`src/rtl/core/svm_pkg.sv`:
```
// ----------------------------------------------------------------------------
// svm_pkg: shared types and constants of the linear SVM block
//
// Holds the 48-bit accumulator type, its saturation limits, the request and
// response bundles of the shared multiplier, and the saturating add and subtract helpers.
// ----------------------------------------------------------------------------
package svm_pkg;

  localparam int ACC_W = 48;
  localparam int CFG_W = 8;
  localparam int OUT_W = 72;

  typedef logic signed [ACC_W-1:0] acc_t;
  typedef logic signed [ACC_W:0]   acc_wide_t;

  localparam acc_t ACC_MAX = {1'b0, {(ACC_W-1){1'b1}}};
  localparam acc_t ACC_MIN = {1'b1, {(ACC_W-1){1'b0}}};
  localparam acc_t ONE_Q   = acc_t'(32'sh0001_0000);
  localparam acc_t ZERO_Q  = '0;

  localparam logic [CFG_W-1:0] VLEN_RESET = 8'd128;

  // Input command codes
  localparam logic CMD_SUPPORT = 1'b0;
  localparam logic CMD_SAMPLE  = 1'b1;

  typedef struct packed {
    logic start;
    acc_t a;
    acc_t b;
  } mul_req_t;

  typedef struct packed {
    logic done;
    acc_t product;
  } mul_rsp_t;

  // Clamp a one-bit-wider sum back into the accumulator range
  function automatic acc_t sat_wide(acc_wide_t s);
    acc_t r;
    if (s[ACC_W] != s[ACC_W-1]) begin
      r = s[ACC_W] ? ACC_MIN : ACC_MAX;
    end else begin
      r = s[ACC_W-1:0];
    end
    return r;
  endfunction

  function automatic acc_t sat_add(acc_t a, acc_t b);
    acc_wide_t s;
    s = acc_wide_t'(a) + acc_wide_t'(b);
    return sat_wide(s);
  endfunction

  function automatic acc_t sat_sub(acc_t a, acc_t b);
    acc_wide_t s;
    s = acc_wide_t'(a) - acc_wide_t'(b);
    return sat_wide(s);
  endfunction

endpackage

```
`src/rtl/core/svm_mul.sv`:
```
// ----------------------------------------------------------------------------
// svm_mul: shared Q16.16 multiplier
//
// Forms sat48(a*b / 2^16), truncated toward zero, on magnitudes. The second
// operand is taken 16 bits a cycle from the top, so the array is 48x16.
// Result and done are registered together in the finalize step.
// ----------------------------------------------------------------------------
module svm_mul
  import svm_pkg::*;
(
  input  logic     clk,
  input  logic     rst,
  input  mul_req_t req,
  output mul_rsp_t rsp
);

  logic              busy;
  logic [1:0]        step;
  logic              neg;
  logic [ACC_W-1:0]  ma;
  logic [ACC_W-1:0]  mb;
  logic [95:0]       prod;
  logic [63:0]       digit_prod;
  logic              ovf;
  acc_t              mag;
  acc_t              result;
  logic              done;
  acc_t              product;

  // One partial product per cycle
  assign digit_prod = 64'(ma) * 64'(mb[ACC_W-1:ACC_W-16]);

  // Truncated magnitude and saturation
  assign ovf = |prod[95:63];
  assign mag = {1'b0, prod[62:16]};

  always_comb begin
    if (neg) begin
      result = ovf ? ACC_MIN : -mag;
    end else begin
      result = ovf ? ACC_MAX : mag;
    end
  end

  // Response bundle
  assign rsp = '{done: done, product: product};

  // Control: load, three digit steps, finalize
  always_ff @(posedge clk) begin
    if (rst) begin
      busy <= 1'b0;
      step <= '0;
      done <= 1'b0;
    end else begin
      done <= 1'b0;
      if (!busy) begin
        if (req.start) begin
          busy <= 1'b1;
          step <= '0;
        end
      end else if (step == 2'd3) begin
        busy <= 1'b0;
        done <= 1'b1;
      end else begin
        step <= step + 2'd1;
      end
    end
  end

  // Datapath
  always_ff @(posedge clk) begin
    if (!busy) begin
      if (req.start) begin
        ma   <= req.a[ACC_W-1] ? (~req.a + 1'b1) : req.a;
        mb   <= req.b[ACC_W-1] ? (~req.b + 1'b1) : req.b;
        neg  <= req.a[ACC_W-1] ^ req.b[ACC_W-1];
        prod <= '0;
      end
    end else if (step == 2'd3) begin
      product <= result;
    end else begin
      prod <= (prod << 16) + 96'(digit_prod);
      mb   <= mb << 16;
    end
  end

endmodule

```
`config.mk`:
```
export PLATFORM = sky130hd
export DESIGN_NAME = svm_mul
export DESIGN_NICKNAME = d
export VERILOG_FILES = /design/src/rtl/core/svm_pkg.sv /design/src/rtl/core/svm_mul.sv
export SDC_FILE = /design/constraint.sdc
export NUM_CORES = 2
export LEC_CHECK = 0
export BUFFER_PORTS_ARGS = -buffer_cell sky130_fd_sc_hd__buf_2
export CAP_MARGIN = 15
export CORE_ASPECT_RATIO = 0.9
export CORE_MARGIN = 3
export CORE_UTILIZATION = 35
export DETAILED_ROUTE_END_ITERATION = 8
export MAX_ROUTING_LAYER = met4
export PLACE_DENSITY = 0.49
export SKIP_LAST_GASP = 1
export SYNTH_ARGS = -nofsm -noshare
export SYNTH_HDL_FRONTEND = slang
export SYNTH_SLANG_ARGS = --single-unit
```
`constraint.sdc`:
```
create_clock -name clk -period 8.7 [get_ports clk]
set_input_delay 0.87 -clock clk [delete_from_list [all_inputs] [get_ports clk]]
set_output_delay 0.87 -clock clk [all_outputs]
set_load 0.03 [all_outputs]
```
**Word-level counts from Yosys, hierarchy flattened**

Cells that the tools add are included.

- Reductions and logical operators: 6
- Add/subtract/negate cells: 5
- Multiplexer cells: 18
- Equality and inequality tests: 2
- Multiply operators: 1
- Bitwise gates (word level): 4

Operators by type and width:

| operator | number |
|---|---|
| 2-to-1 mux 48 bit | 6 |
| 2-to-1 mux 96 bit | 3 |
| adder 48 x 1 -> 48 bit (second input constant) | 2 |
| adder 96 x 64 -> 96 bit | 1 |
| NOT 48 bit | 2 |
| 2-to-1 mux 47 bit | 2 |
| multiplier 48 x 16 -> 64 bit | 1 |
| negator 47 -> 48 bit | 1 |
| OR reduction 33 bit | 1 |
| 2-to-1 mux 2 bit | 3 |
| AND reduction 2 bit | 3 |
| 2-to-1 mux 1 bit | 4 |
| adder 2 x 1 -> 2 bit (second input constant) | 1 |
| == test 2 bit (second input constant) | 1 |
| != test 2 bit (second input constant) | 1 |
| nonzero test 2 bit | 1 |
| OR reduction 2 bit | 1 |
| NOT 1 bit | 1 |
| XOR 1 bit | 1 |

- Output and inout bits: 49
- Word-level logic and storage cells: 45
- Flip-flop bits (word level): 245
- Input port bits: 99

**Longest topological paths before layout**

- Depth in word-level cells: 5
- Depth in mapped cells: 26
- Gate-level depth less buffers: 23

**Worst setup path before layout**

No wires, ideal clock.

- Path type: flip-flop to flip-flop
- Start point: register mb[39]
- End point: register prod[91] (data pin)
- Path slack: 1.701 ns
- Data arrival time: 6.725 ns
- Period minus slack after synthesis: 6.999 ns
- Required time: 8.426 ns
- Buffers on the path: 3
- Setup time: 0.274 ns
- Cell stages (with the launch flop): 24
- Cell sequence: edfxtp_1 clkbuf_1 clkbuf_1 nand2_1 fa_1 inv_1 fa_1 fa_1 fa_1 fa_1 inv_1 fa_1 inv_1 ha_1 clkbuf_1 a21oi_1 nand2_1 a21oi_1 a2111oi_0 nand4_1 a21boi_0 o2111ai_1 a2111oi_0 mux2i_1

- Longest elaborated chain between the ends: 4

Ends and longest elaborated chain:

| element | RTL line | text |
|---|---|---|
| start: declaration | svm_mul.sv:21 | `logic [ACC_W-1:0] mb;` |
| start signal: assignment | svm_mul.sv:75 | `mb <= req.b[ACC_W-1] ? (~req.b + 1'b1) : req.b;` |
| start signal: assignment | svm_mul.sv:83 | `mb <= mb << 16;` |
| multiplier 48 x 16 -> 64 bit | svm_mul.sv:31 | `assign digit_prod = 64'(ma) * 64'(mb[ACC_W-1:ACC_W-16]);` |
| adder 96 x 64 -> 96 bit | svm_mul.sv:82 | `prod <= (prod << 16) + 96'(digit_prod);` |
| 2-to-1 mux 96 bit | svm_mul.sv:79 | `end else if (step == 2'd3) begin` |
| 2-to-1 mux 96 bit | svm_mul.sv:72 | `if (!busy) begin` |
| end signal: assignment | svm_mul.sv:82 |  |
| end: declaration | svm_mul.sv:22 | `logic [95:0] prod;` |

Every way passes these cells. The select of a mux whose other input is x is not followed.
A chain may end at the register's enable or synchronous reset.

**Worst setup path after layout**

- Start point: register mb[38]
- End point: register prod[90] (data pin)

Same word-level chain as after synthesis.

==> metrics.txt <==
Clock Pin Slew Worst Setup and Hold Paths 0.06 ns; worst hold path cell count 2; CTS tree done; Post-Route Setup TNS 0 ns; CTS buffer count 34; Syn. warnings 0; RSZ-0062 raised after global routing false; Setup Skew 0.04266 ns; Period minus WS final 8.037 ns; post-CTS setup buffers 0; antenna violations before repair 1; # rows 115; Data arrival, critical path 8.34 ns; first-pass GRT wire length 188.0 mm; Initial Util 0.3531; post-synthesis mux area share 0.005437; Post-Synth XOR/XNOR Area 0.03693; total track usage 0.2192; IO Count 148; die width 356.3 um; Synth top area share 0.3573; vias in the first global route 30,873; die area 0.1145 sq mm; area delta synth->final 8.732%; Remaining DRCs 0; status finished clean; vias per cell 5.024; final net count 5,269; cts repair resizes 0; Crit. End Element register; final hold violations 0; PortBufs 147; asr flop ratio synth 0; f_max 124.4 MHz; Final Slew Violations 0; core region area 0.1095 sq mm; commonest non-fill, non-tap cell in the layout inv_1; RD Place Congestion 0.9244; most frequent cells in the layout 911 x inv_1, 726 x nand2_1, 690 x fa_1, 267 x and2_1, 241 x edfxtp_1; Final HPWL DP 93.49 mm; Clock Path Buffers 3; Synth Register Bits 245; Starting DRT DRC Count 1,910; Cell variety after synth 71; max-cap violation count 0; EDFF count, synth 241; # clock sinks 245; mapped cell area 0.03866 sq mm; period utilisation layout 0.9238; Min-Delay Path Class reg -> reg; clk root buf clkbuf_16; largest cells by area after synthesis fa_1 36%, edfxtp_1 19%, inv_1 8.9%, nand2_1 7.0%, ha_1 5.0%; CP max FO 23; post-synthesis cell count 4,299; layout cell share with drive strength beyond 1 0.06348; largest family of logic cells by synthesized area adder cells; DR vias 29,192; largest net degree at the start of global routing 102; Congestion Overflow GR 0; post-synthesis adder-cell area fraction 0.4078; top_reg_cell synth edfxtp_1; antenna viol nets, final 0; worst skew pair latency 0.59 ns; crit path launch type register; DRT Wirelength 118.6 mm; drt first pass iters 6; Slew HR 0.2379; Worst Hold Slack 0.4996 ns; length in cells of the worst reg-to-reg path 25; Worst EP required 9.01 ns; H-tree depth 2; die height 321.3 um; register area share after synthesis 0.1893; post-synthesis net count 5,244; worst slew pin tran 1.143 ns; number of setup violations in the final report 0; Routed WL per cell 20.40 um; Synth Area per Inst 8.993 sq um; area share of and/or/nand/nor cells after synthesis 0.1728; Setup Crit Path Kind reg -> reg; Hold Buf Count CTS 0; post-synthesis compound-gate area fraction 0.07813; post-synth top area cell fa_1
[layer usage]
metal	share of wire	up-vias	track usage
met5	0	-	-
met4	0.024	0	0.04593
met3	0.052	128	0.02319
met2	0.45	793	0.3367
met1	0.47	14921	0.3147
li1	-	13350	-
[cell usage after synthesis, types with 39 or more instances]
cell / instances
inv_1: 913
nand2_1: 726
fa_1: 690
and2_1: 267
edfxtp_1: 241
clkbuf_1: 203
ha_1: 156
nor2_1: 156
a21oi_1: 138
o21ai_0: 131
xnor2_1: 88
xor2_1: 75
nand3_1: 40
nor3_1: 40
a21o_1: 39
[cells by family (layout without fill, tap and decap cells)]
family,after synthesis,after routing
AND/OR/NAND/NOR,1416,1416
AO/OA/AOI/OAI,482,482
flip-flops,245,245
other,0,1
adder cells (fa/ha/maj),846,846
buffers and inverters,1126,1175
XOR/XNOR,163,163
multiplexers,21,21
[stage by stage]
stage / utilization / area [sq um] / setup WS (ns) / instances
floorplan: - / 38660 / 1.701 / 4299
global placement: 0.3739 / 40940 / 0.7556 / 5750
detailed placement: 0.3739 / 40940 / 0.7455 / 5750
CTS: 0.3839 / 42030 / 0.6863 / 5810
global route: 0.3839 / 42030 / 0.2642 / 5810
finish: 0.3839 / 42040 / 0.6629 / 5811
[flip-flops by register name, indices dropped and copies added (netlist names)]
signal	cells
step	2
done	1
neg	1
prod	96
product	48
busy	1
mb	48
ma	48
[area by class of cell]
cell class                      instances  area, sq um
Clock buffer                           39        869.6
Antenna cell                            1        2.502
Timing Repair Buffer                  201         1241
Inverter                              914         3436
Multi-Input combinational cell       2928        27110
Clock inverter                         21        225.2
Fill cell                           11146        67460
Sequential cell                       245         7321
Tap cell                             1462         1829
[critical path: stages (launching register included)]
cell and delay (ns):
edfxtp_1 1.00, buf_4 0.40, buf_4 0.20, nand2_1 0.07
fa_1 0.50, inv_1 0.05, fa_1 0.47, inv_1 0.05
fa_1 0.49, inv_1 0.05, fa_1 0.49, fa_1 0.54
inv_1 0.08, fa_1 0.57, inv_1 0.08, ha_1 0.41
a21oi_1 0.24, o21ai_0 0.19, a21oi_1 0.23, o21ai_0 0.15
a221oi_1 0.59, nand2_1 0.19, a31oi_1 0.23, buf_4 0.21
nor4_1 0.09, mux2i_1 0.13
[final timing paths]
| kind | to | slack, ns | startpoint |
|---|---|---|---|
| worst max-delay path | prod[90] | 0.66 | mb[38] |
| worst min register to register | step[1] | 0.50 | step[1] |
| worst min-delay path | step[1] | 0.50 | step[1] |
| worst max register to register | prod[90] | 0.66 | mb[38] |
Power is left out: the tool's default activity adds up to more than one toggle a clock period on the data nets, which glitch-free logic cannot reach.
